**src/rtl/cbm_pkg.sv**
```systemverilog
// ----------------------------------------------------------------------------
// cbm_pkg - shared types and constants for the cartridge bank mapper
// Beat layouts, operation codes and write-decode constants.
// ----------------------------------------------------------------------------
`timescale 1ns / 1ps
`default_nettype none

package cbm_pkg;

  // Operation kind carried in in_tuser
  typedef enum logic [1:0] {
    OP_WRITE = 2'd0,
    OP_PRG   = 2'd1,
    OP_CHR   = 2'd2,
    OP_NONE  = 2'd3
  } op_t;

  // Field widths
  localparam int unsigned ADDR_W   = 16;
  localparam int unsigned DATA_W   = 8;
  localparam int unsigned OFFS_W   = 18;
  localparam int unsigned MIRR_W   = 2;
  localparam int unsigned PRGB_W   = 2;
  localparam int unsigned CHRB_W   = 8;
  localparam int unsigned CHR_NUM  = 8;
  localparam int unsigned CHRI_W   = 3;

  // Stream widths (padded to whole bytes)
  localparam int unsigned IN_TDATA_W  = 24;
  localparam int unsigned OUT_TDATA_W = 24;

  // Write decode
  localparam logic [ADDR_W-1:0] DEC_MASK = 16'hF00C;
  localparam logic [ADDR_W-1:0] DEC_IRQ  = 16'hF008;
  localparam logic [3:0] GRP_PRG   = 4'h9;
  localparam logic [3:0] GRP_FIXED = 4'hC;
  localparam logic [3:0] GRP_CHR01 = 4'hD;
  localparam logic [3:0] GRP_CHR23 = 4'hA;
  localparam logic [3:0] GRP_CHR45 = 4'hB;
  localparam logic [3:0] GRP_CHR67 = 4'hE;
  localparam logic [3:0] GRP_IRQ   = 4'hF;

  localparam logic [CHRI_W-1:0] CHR_BASE01 = 3'd0;
  localparam logic [CHRI_W-1:0] CHR_BASE23 = 3'd2;
  localparam logic [CHRI_W-1:0] CHR_BASE45 = 3'd4;
  localparam logic [CHRI_W-1:0] CHR_BASE67 = 3'd6;

  // One input item
  typedef struct packed {
    op_t               op;
    logic [ADDR_W-1:0] address;
    logic [DATA_W-1:0] write_data;
  } item_t;

  // One result item
  typedef struct packed {
    logic [OFFS_W-1:0] rom_offset;
    logic [MIRR_W-1:0] mirror_mode;
    logic              write_ignored;
  } result_t;

endpackage

`default_nettype wire

```
**src/rtl/cartridge_bank_mapper_unit.sv**
```systemverilog
// ----------------------------------------------------------------------------
// cartridge_bank_mapper_unit - bank-switching cartridge mapper
//
// Slave channel (in_*): one beat per bus operation. in_tuser selects the
// operation: register write, CPU PRG read translate, PPU pattern translate.
// Master channel (out_*): exactly one result beat per input beat, in order,
// carrying the ROM byte offset, the current mirroring and the ignored-write
// flag.
// Pipeline: the input register loads at the accepting edge, and the result
// register loads once it is empty or draining. Throughput: one beat per
// cycle while out_tready stays high; a write takes effect for the very next
// beat.
// Reset (rst_n low, synchronous) clears both stages, the PRG bank, the PRG
// mode bit, the mirroring and all eight CHR bank registers.
// Stall: while out_tready is low the result register holds; the input
// register still accepts one beat, then in_tready drops until the result
// drains. Nothing is dropped.
// ----------------------------------------------------------------------------
`timescale 1ns / 1ps
`default_nettype none

module cartridge_bank_mapper_unit
  import cbm_pkg::*;
(
  input  wire logic                   clk,
  input  wire logic                   rst_n,
  // slave channel
  input  wire logic                   in_tvalid,
  output logic                        in_tready,
  input  wire logic [IN_TDATA_W-1:0]  in_tdata,   // [15:0] address, [23:16] write_data
  input  wire logic [1:0]             in_tuser,   // [1:0] mode
  // master channel
  output logic                        out_tvalid,
  input  wire logic                   out_tready,
  output logic [OUT_TDATA_W-1:0]      out_tdata,  // [17:0] rom_offset, [19:18] mirror_mode,
                                                  // [23:20] zero
  output logic                        out_tuser   // [0] write_ignored
);

  item_t   in_item;
  item_t   item;
  logic    item_valid;
  logic    advance;
  result_t result;
  result_t out_result;

  // Unpack the slave beat
  assign in_item.op         = op_t'(in_tuser);
  assign in_item.address    = in_tdata[15:0];
  assign in_item.write_data = in_tdata[23:16];

  cbm_in_stage u_in (
    .clk        (clk),
    .rst_n      (rst_n),
    .in_valid   (in_tvalid),
    .in_ready   (in_tready),
    .in_item    (in_item),
    .advance    (advance),
    .item_valid (item_valid),
    .item       (item)
  );

  cbm_xlate u_xlate (
    .clk    (clk),
    .rst_n  (rst_n),
    .commit (advance),
    .item   (item),
    .result (result)
  );

  cbm_out_stage u_out (
    .clk        (clk),
    .rst_n      (rst_n),
    .item_valid (item_valid),
    .result     (result),
    .advance    (advance),
    .out_valid  (out_tvalid),
    .out_ready  (out_tready),
    .out_result (out_result)
  );

  // Pack the master beat
  assign out_tdata = {4'h0, out_result.mirror_mode, out_result.rom_offset};
  assign out_tuser = out_result.write_ignored;

endmodule

`default_nettype wire

```
**src/rtl/cbm_in_stage.sv**
```systemverilog
// ----------------------------------------------------------------------------
// cbm_in_stage - input register
// Captures one beat from the slave channel and holds it until it advances.
// ----------------------------------------------------------------------------
`timescale 1ns / 1ps
`default_nettype none

module cbm_in_stage
  import cbm_pkg::*;
(
  input  wire logic  clk,
  input  wire logic  rst_n,
  input  wire logic  in_valid,
  output logic       in_ready,
  input  wire item_t in_item,
  input  wire logic  advance,   // held item moves to the result stage
  output logic       item_valid,
  output item_t      item
);

  logic  vld_r, vld_nxt;
  item_t item_r;

  // Free slot, or the held item leaves this cycle
  assign in_ready = !vld_r || advance;

  always_comb begin
    vld_nxt = vld_r;
    if (in_ready) begin
      vld_nxt = in_valid;
    end
  end

  always_ff @(posedge clk) begin
    if (!rst_n) begin
      vld_r <= 1'b0;
    end else begin
      vld_r <= vld_nxt;
    end
  end

  // Payload, no reset
  always_ff @(posedge clk) begin
    if (in_ready && in_valid) begin
      item_r <= in_item;
    end
  end

  assign item_valid = vld_r;
  assign item       = item_r;

endmodule

`default_nettype wire

```
**src/rtl/cbm_xlate.sv**
```systemverilog
// ----------------------------------------------------------------------------
// cbm_xlate - mapper state and address translation
// Holds the bank registers, decodes writes and translates PRG/CHR addresses.
// ----------------------------------------------------------------------------
`timescale 1ns / 1ps
`default_nettype none

module cbm_xlate
  import cbm_pkg::*;
(
  input  wire logic  clk,
  input  wire logic  rst_n,
  input  wire logic  commit,    // item is taken into the result register
  input  wire item_t item,
  output result_t    result
);

  logic [PRGB_W-1:0] prg_bank_r, prg_bank_nxt;
  logic              fixed_r, fixed_nxt;
  logic [MIRR_W-1:0] mirror_r, mirror_nxt;
  logic [CHRB_W-1:0] chr_r [CHR_NUM];

  logic [ADDR_W-1:0] dec;
  logic [1:0]        sub;
  logic [CHRI_W-1:0] chr_base;
  logic [CHRI_W-1:0] chr_widx;
  logic              chr_we;
  logic              ignored;
  logic [14:0]       prg_a;
  logic [16:0]       prg_off;
  logic [CHRB_W-1:0] chr_bank;

  assign dec      = item.address & DEC_MASK;
  assign sub      = dec[3:2];
  assign chr_widx = chr_base + {2'b00, sub[1]};

  // Write decode
  always_comb begin
    prg_bank_nxt = prg_bank_r;
    fixed_nxt    = fixed_r;
    mirror_nxt   = mirror_r;
    chr_base     = CHR_BASE01;
    chr_we       = 1'b0;
    ignored      = 1'b0;
    if (item.op == OP_WRITE) begin
      unique case (dec[15:12])
        GRP_PRG: begin
          prg_bank_nxt = item.write_data[3:2];
          if (sub == 2'd0) begin
            mirror_nxt = item.write_data[1:0];
          end
        end
        GRP_FIXED: fixed_nxt = item.write_data[0];
        GRP_CHR01: begin
          chr_base = CHR_BASE01;
          chr_we   = 1'b1;
        end
        GRP_CHR23: begin
          chr_base = CHR_BASE23;
          chr_we   = 1'b1;
        end
        GRP_CHR45: begin
          chr_base = CHR_BASE45;
          chr_we   = 1'b1;
        end
        GRP_CHR67: begin
          chr_base = CHR_BASE67;
          chr_we   = 1'b1;
        end
        // interrupt control is accepted but has no effect
        GRP_IRQ: ignored = (dec != DEC_IRQ);
        default: ignored = 1'b1;
      endcase
    end
  end

  // State update as the item commits
  always_ff @(posedge clk) begin
    if (!rst_n) begin
      prg_bank_r <= '0;
      fixed_r    <= 1'b0;
      mirror_r   <= '0;
      for (int i = 0; i < CHR_NUM; i++) begin
        chr_r[i] <= '0;
      end
    end else if (commit) begin
      prg_bank_r <= prg_bank_nxt;
      fixed_r    <= fixed_nxt;
      mirror_r   <= mirror_nxt;
      if (chr_we) begin
        if (sub[0]) begin
          chr_r[chr_widx] <= {item.write_data[3:0], chr_r[chr_widx][3:0]};
        end else begin
          chr_r[chr_widx] <= {chr_r[chr_widx][7:4], item.write_data[3:0]};
        end
      end
    end
  end

  // PRG: 32 KB window; unless fixed, 0xC000-0xDFFF -> bank's first 8 KB
  assign prg_a = item.address[14:0];
  always_comb begin
    if (!fixed_r && prg_a[14:13] == 2'b10) begin
      prg_off = {prg_bank_r, 2'b00, prg_a[12:0]};
    end else begin
      prg_off = {prg_bank_r, prg_a};
    end
  end

  // CHR: eight 1 KB banks
  assign chr_bank = chr_r[item.address[12:10]];

  // Result after this step
  always_comb begin
    result.mirror_mode   = mirror_nxt;
    result.write_ignored = ignored;
    unique case (item.op)
      OP_PRG:  result.rom_offset = {1'b0, prg_off};
      OP_CHR:  result.rom_offset = {chr_bank, item.address[9:0]};
      default: result.rom_offset = '0;
    endcase
  end

endmodule

`default_nettype wire

```
**src/rtl/cbm_out_stage.sv**
```systemverilog
// ----------------------------------------------------------------------------
// cbm_out_stage - result register
// Holds one result beat for the master channel; refills when it drains.
// ----------------------------------------------------------------------------
`timescale 1ns / 1ps
`default_nettype none

module cbm_out_stage
  import cbm_pkg::*;
(
  input  wire logic    clk,
  input  wire logic    rst_n,
  input  wire logic    item_valid,
  input  wire result_t result,
  output logic         advance,
  output logic         out_valid,
  input  wire logic    out_ready,
  output result_t      out_result
);

  logic    vld_r, vld_nxt;
  result_t res_r;

  // Take a new result when empty or draining
  assign advance = item_valid && (!vld_r || out_ready);

  always_comb begin
    vld_nxt = vld_r;
    if (advance) begin
      vld_nxt = 1'b1;
    end else if (out_ready) begin
      vld_nxt = 1'b0;
    end
  end

  always_ff @(posedge clk) begin
    if (!rst_n) begin
      vld_r <= 1'b0;
    end else begin
      vld_r <= vld_nxt;
    end
  end

  always_ff @(posedge clk) begin
    if (advance) begin
      res_r <= result;
    end
  end

  assign out_valid  = vld_r;
  assign out_result = res_r;

endmodule

`default_nettype wire

```
**config.mk**
```make
export PLATFORM = sky130hd
export DESIGN_NAME = cartridge_bank_mapper_unit
export DESIGN_NICKNAME = d
export VERILOG_FILES = /design/src/rtl/cbm_pkg.sv /design/src/rtl/cartridge_bank_mapper_unit.sv /design/src/rtl/cbm_in_stage.sv /design/src/rtl/cbm_xlate.sv /design/src/rtl/cbm_out_stage.sv
export SDC_FILE = /design/constraint.sdc
export NUM_CORES = 1
export LEC_CHECK = 0
export BUFFER_PORTS_ARGS = -buffer_cell sky130_fd_sc_hd__buf_2
export CAP_MARGIN = 20
export CORE_MARGIN = 2
export CORE_UTILIZATION = 43
export DETAILED_ROUTE_END_ITERATION = 8
export PLACE_DENSITY_LB_ADDON = 0.15
export SYNTH_ARGS = -nofsm -noshare
export SYNTH_HDL_FRONTEND = slang
export SYNTH_SLANG_ARGS = --single-unit
```
**constraint.sdc**
```tcl
create_clock -name clk -period 2.65 [get_ports clk]
set_clock_uncertainty 0.1 [all_clocks]
set_input_delay 0.265 -clock clk [delete_from_list [all_inputs] [get_ports clk]]
set_output_delay 0.265 -clock clk [all_outputs]
set_load 0.005 [all_outputs]
```
==> results_dict.tcl <==
set metrics [dict create \
    setup_tns_ps 0 \
    vias_per_cell 5.27 \
    powerDensity_mw_per_mm2 771 \
    switchingPower_mw 1.03 \
    grt_max_degree 33 \
    drive_above_1_share_pct 23.6 \
    drt-total-wl_um 11300 \
    clockBufferDepth 2 \
    netlist_top_cells_area "edfxtp_1 65%, nor2_1 5.1%, dfxtp_1 4.0%, mux4_1 3.2%, mux2_2 2.9%" \
    synth_warnings 0 \
    gp_congestion 0.764 \
    die_x_um 112 \
    gr-usage-met3_pct 5.44 \
    drt_iter0_markers 240 \
    hold_viol 0 \
    clk_pin_slew_ps 60 \
    min_path_type "input port to register" \
    yosys_register_bits 117 \
    core_area_mm2 0.0114 \
    post-route-period-util_pct 88.7 \
    area_delta_synth_final_pct 26.0 \
    crit_chain "inv_1 > ha_1 > and4b_1 > nand2_1 > o21ai_0" \
    dp_hpwl_um 7430 \
    netlist_instances 358 \
    grt_busiest_layer "met2" \
    pwr-share-comb_pct 5.7 \
    dr.pass1.iters 7 \
    yosysMostFrequentCell "edfxtp_1" \
    syn_area_per_cell_um2 13.9 \
    overflow 0 \
    clock.fmax_mhz 425 \
    clkPwrFrac_pct 49.9 \
    vias 3181 \
    wire_per_inst_um 18.7 \
    max_cap_viol_count 0 \
    outcome "completed" \
    finalNetCount 481 \
    start_util_pct 43.8 \
    final-setup-viol-count 0 \
    yosysTopAreaCell "edfxtp_1" \
    grt_use_total_pct 19.1 \
    dpl.cell_count 549 \
    h-tree-depth 4 \
    dieArea_mm2 0.0125 \
    cp_max_fo 10 \
    met1_usage_pct 23.7 \
    fin_crit_ps 2350 \
    crit_slowest_cell "o21ai_0" \
    slew_violations 0 \
    instances_no_fill 604 \
    ir_drop_mv 0.563 \
    critPathTopFamily "compound AO/OA/AOI/OAI gates" \
    synth_cell_types 43 \
    cts_root_buf "clkbuf_16" \
    critical_path_buf_inv_count 1 \
    seqPwrFrac_pct 44.3 \
    slew_headroom_pct 39.5 \
    crit_path_end_kind "register" \
    critPathKind "register to register" \
    die_y_um 112 \
    worstPathRequired_ps 2590 \
    antenna_found_initial 0 \
    rsz0062_at_grt "false" \
    clock_latency_ps 410 \
    num_rows 39 \
    syn_area_mm2 0.00498 \
    cts.sinks 117 \
    pin_count 57 \
    swShare_pct 21.3 \
    worst_slew_pin_slew_ps 906 \
    cts_tree "yes" \
    ys_top_cells_by_count "107 x edfxtp_1, 68 x nor2_1, 27 x nand2_1" \
    antenna-diode-count 0 \
    synth_top_cell_area_share_pct 64.5 \
    p_leak_nw 2.31 \
    port_buffers 48 \
    arrival_ps 2290 \
    ant_nets 0 \
    cts_buffers 17 \
    ys_seq_area_share_pct 68.5 \
    grt_pass1_wl_um 17700 \
    cts_setup_buffers 0 \
    start_kind "register" \
    async_flop_share_pct 0 \
    slowest_delay_ps 570 \
    use_met2_pct 32.2 \
    synth-edff-count 107 \
    grt_pass1_vias 3310 \
    p_int_mw 3.80 \
    ys.flop_type "edfxtp_1" \
    drc 0 \
]
-- cell type report --
cell class / instances / area, µm²
Clock inverter: 15 / 203
Fill cell: 957 / 5090
Sequential cell: 117 / 3410
Timing Repair Buffer: 85 / 588
Tap cell: 143 / 179
Multi-Input combinational cell: 224 / 1460
Clock buffer: 17 / 425
Inverter: 3 / 11.3
-- per-layer routing --
layer / vias to the layer above / wire length [µm]
met5: - / 0
met3: 12 / 510
met1: 1570 / 4820
li1: 1506 / -
met4: 0 / 155
met2: 93 / 5790
-- registers in the layout, indices dropped and copies added, names as in the netlist, named ones only --
signal / cells
u_in.item: 22
u_in.item_valid: 1
u_out.out_result: 21
u_out.out_valid: 1
u_xlate.chr_r: 64
u_xlate.fixed_r: 1
u_xlate.mirror_r: 2
u_xlate.prg_bank_r: 2
-- repair_timing --
action | CTS | global route
resized for setup | 0 | 0
hold buffers | 23 | 0
hold endpoints to repair | 25 | 0
-- layout by cell type (no fill, tap or decap), types with 4 or more instances in the layout --
cell	netlist	final
o22ai_1	4	4
bufinv_16	0	4
and2_1	13	13
edfxtp_1	107	107
dfxtp_1	10	10
nor2b_1	18	18
buf_4	5	13
o21ai_0	16	16
dlygate4sd3_1	0	23
buf_2	3	48
a211oi_1	4	4
nor2_1	68	68
mux2_2	13	13
nand4_1	5	5
clkbuf_16	0	17
mux2i_1	6	6
conb_1	1	4
mux4_1	6	6
nand2b_1	4	4
nand2_1	27	27
-- kinds of logic (layout without fill, tap and decap cells) --
logic type | Yosys count | count (layout) | synth area share, %
simple gates | 150 | 150 | 14.6
flops | 117 | 117 | 68.5
compound gates | 40 | 40 | 5.40
mux | 27 | 27 | 8.22
buf+inv | 20 | 120 | 2.44
fa+ha+maj | 3 | 3 | 0.754
other cells | 1 | 4 | 0.0753
-- tightest hold or removal path: stages --
cell     delay [ps]
buf_2            80
nor2b_1          90
o21a_1          180
-- path summary, 6_finish.rpt --
| check | startpoint | to | slack [ps] | cells past startpoint |
|---|---|---|---|---|
| hold reg to reg | u_xlate.mirror_r[1] | u_xlate.mirror_r[1] | 420 | 2 |
| setup / recovery | u_in.item[24] | u_xlate.chr_r[4][4] | 300 | 5 |
| hold / removal | out_tready | u_out.out_valid | 150 | 3 |
| setup reg to reg | u_in.item[24] | u_xlate.chr_r[4][4] | 300 | 5 |
-- metrics by stage --
| step | utilization (%) | setup slack, ps | hold WS (ps) | cell area [µm²] | power (mW) |
|---|---|---|---|---|---|
| after floorplan | - | 588 | 264 | 4990 | 2.32 |
| after global placement | 47.7 | 379 | 343 | 5420 | 2.43 |
| after detailed placement | 47.7 | 307 | 344 | 5420 | 2.43 |
| after CTS | 55.2 | 282 | 142 | 6280 | 4.87 |
| after global routing | 55.2 | 39.0 | 159 | 6280 | 4.99 |
| final | 55.2 | 298 | 147 | 6280 | 4.84 |
-- power groups by stage --
| stage | Combinational (mW) | Sequential (mW) | Clock, mW |
|---|---|---|---|
| 2_1_floorplan | 0.167 | 2.16 | 0 |
| 3_5_place_dp | 0.252 | 2.18 | 0 |
| 4_1_cts | 0.279 | 2.14 | 2.44 |
| 5_1_grt | 0.302 | 2.15 | 2.53 |
| 6_report | 0.278 | 2.14 | 2.42 |
| 3_3_place_gp | 0.248 | 2.18 | 0 |
No activity file was read; power rests on OpenSTA's default activity.
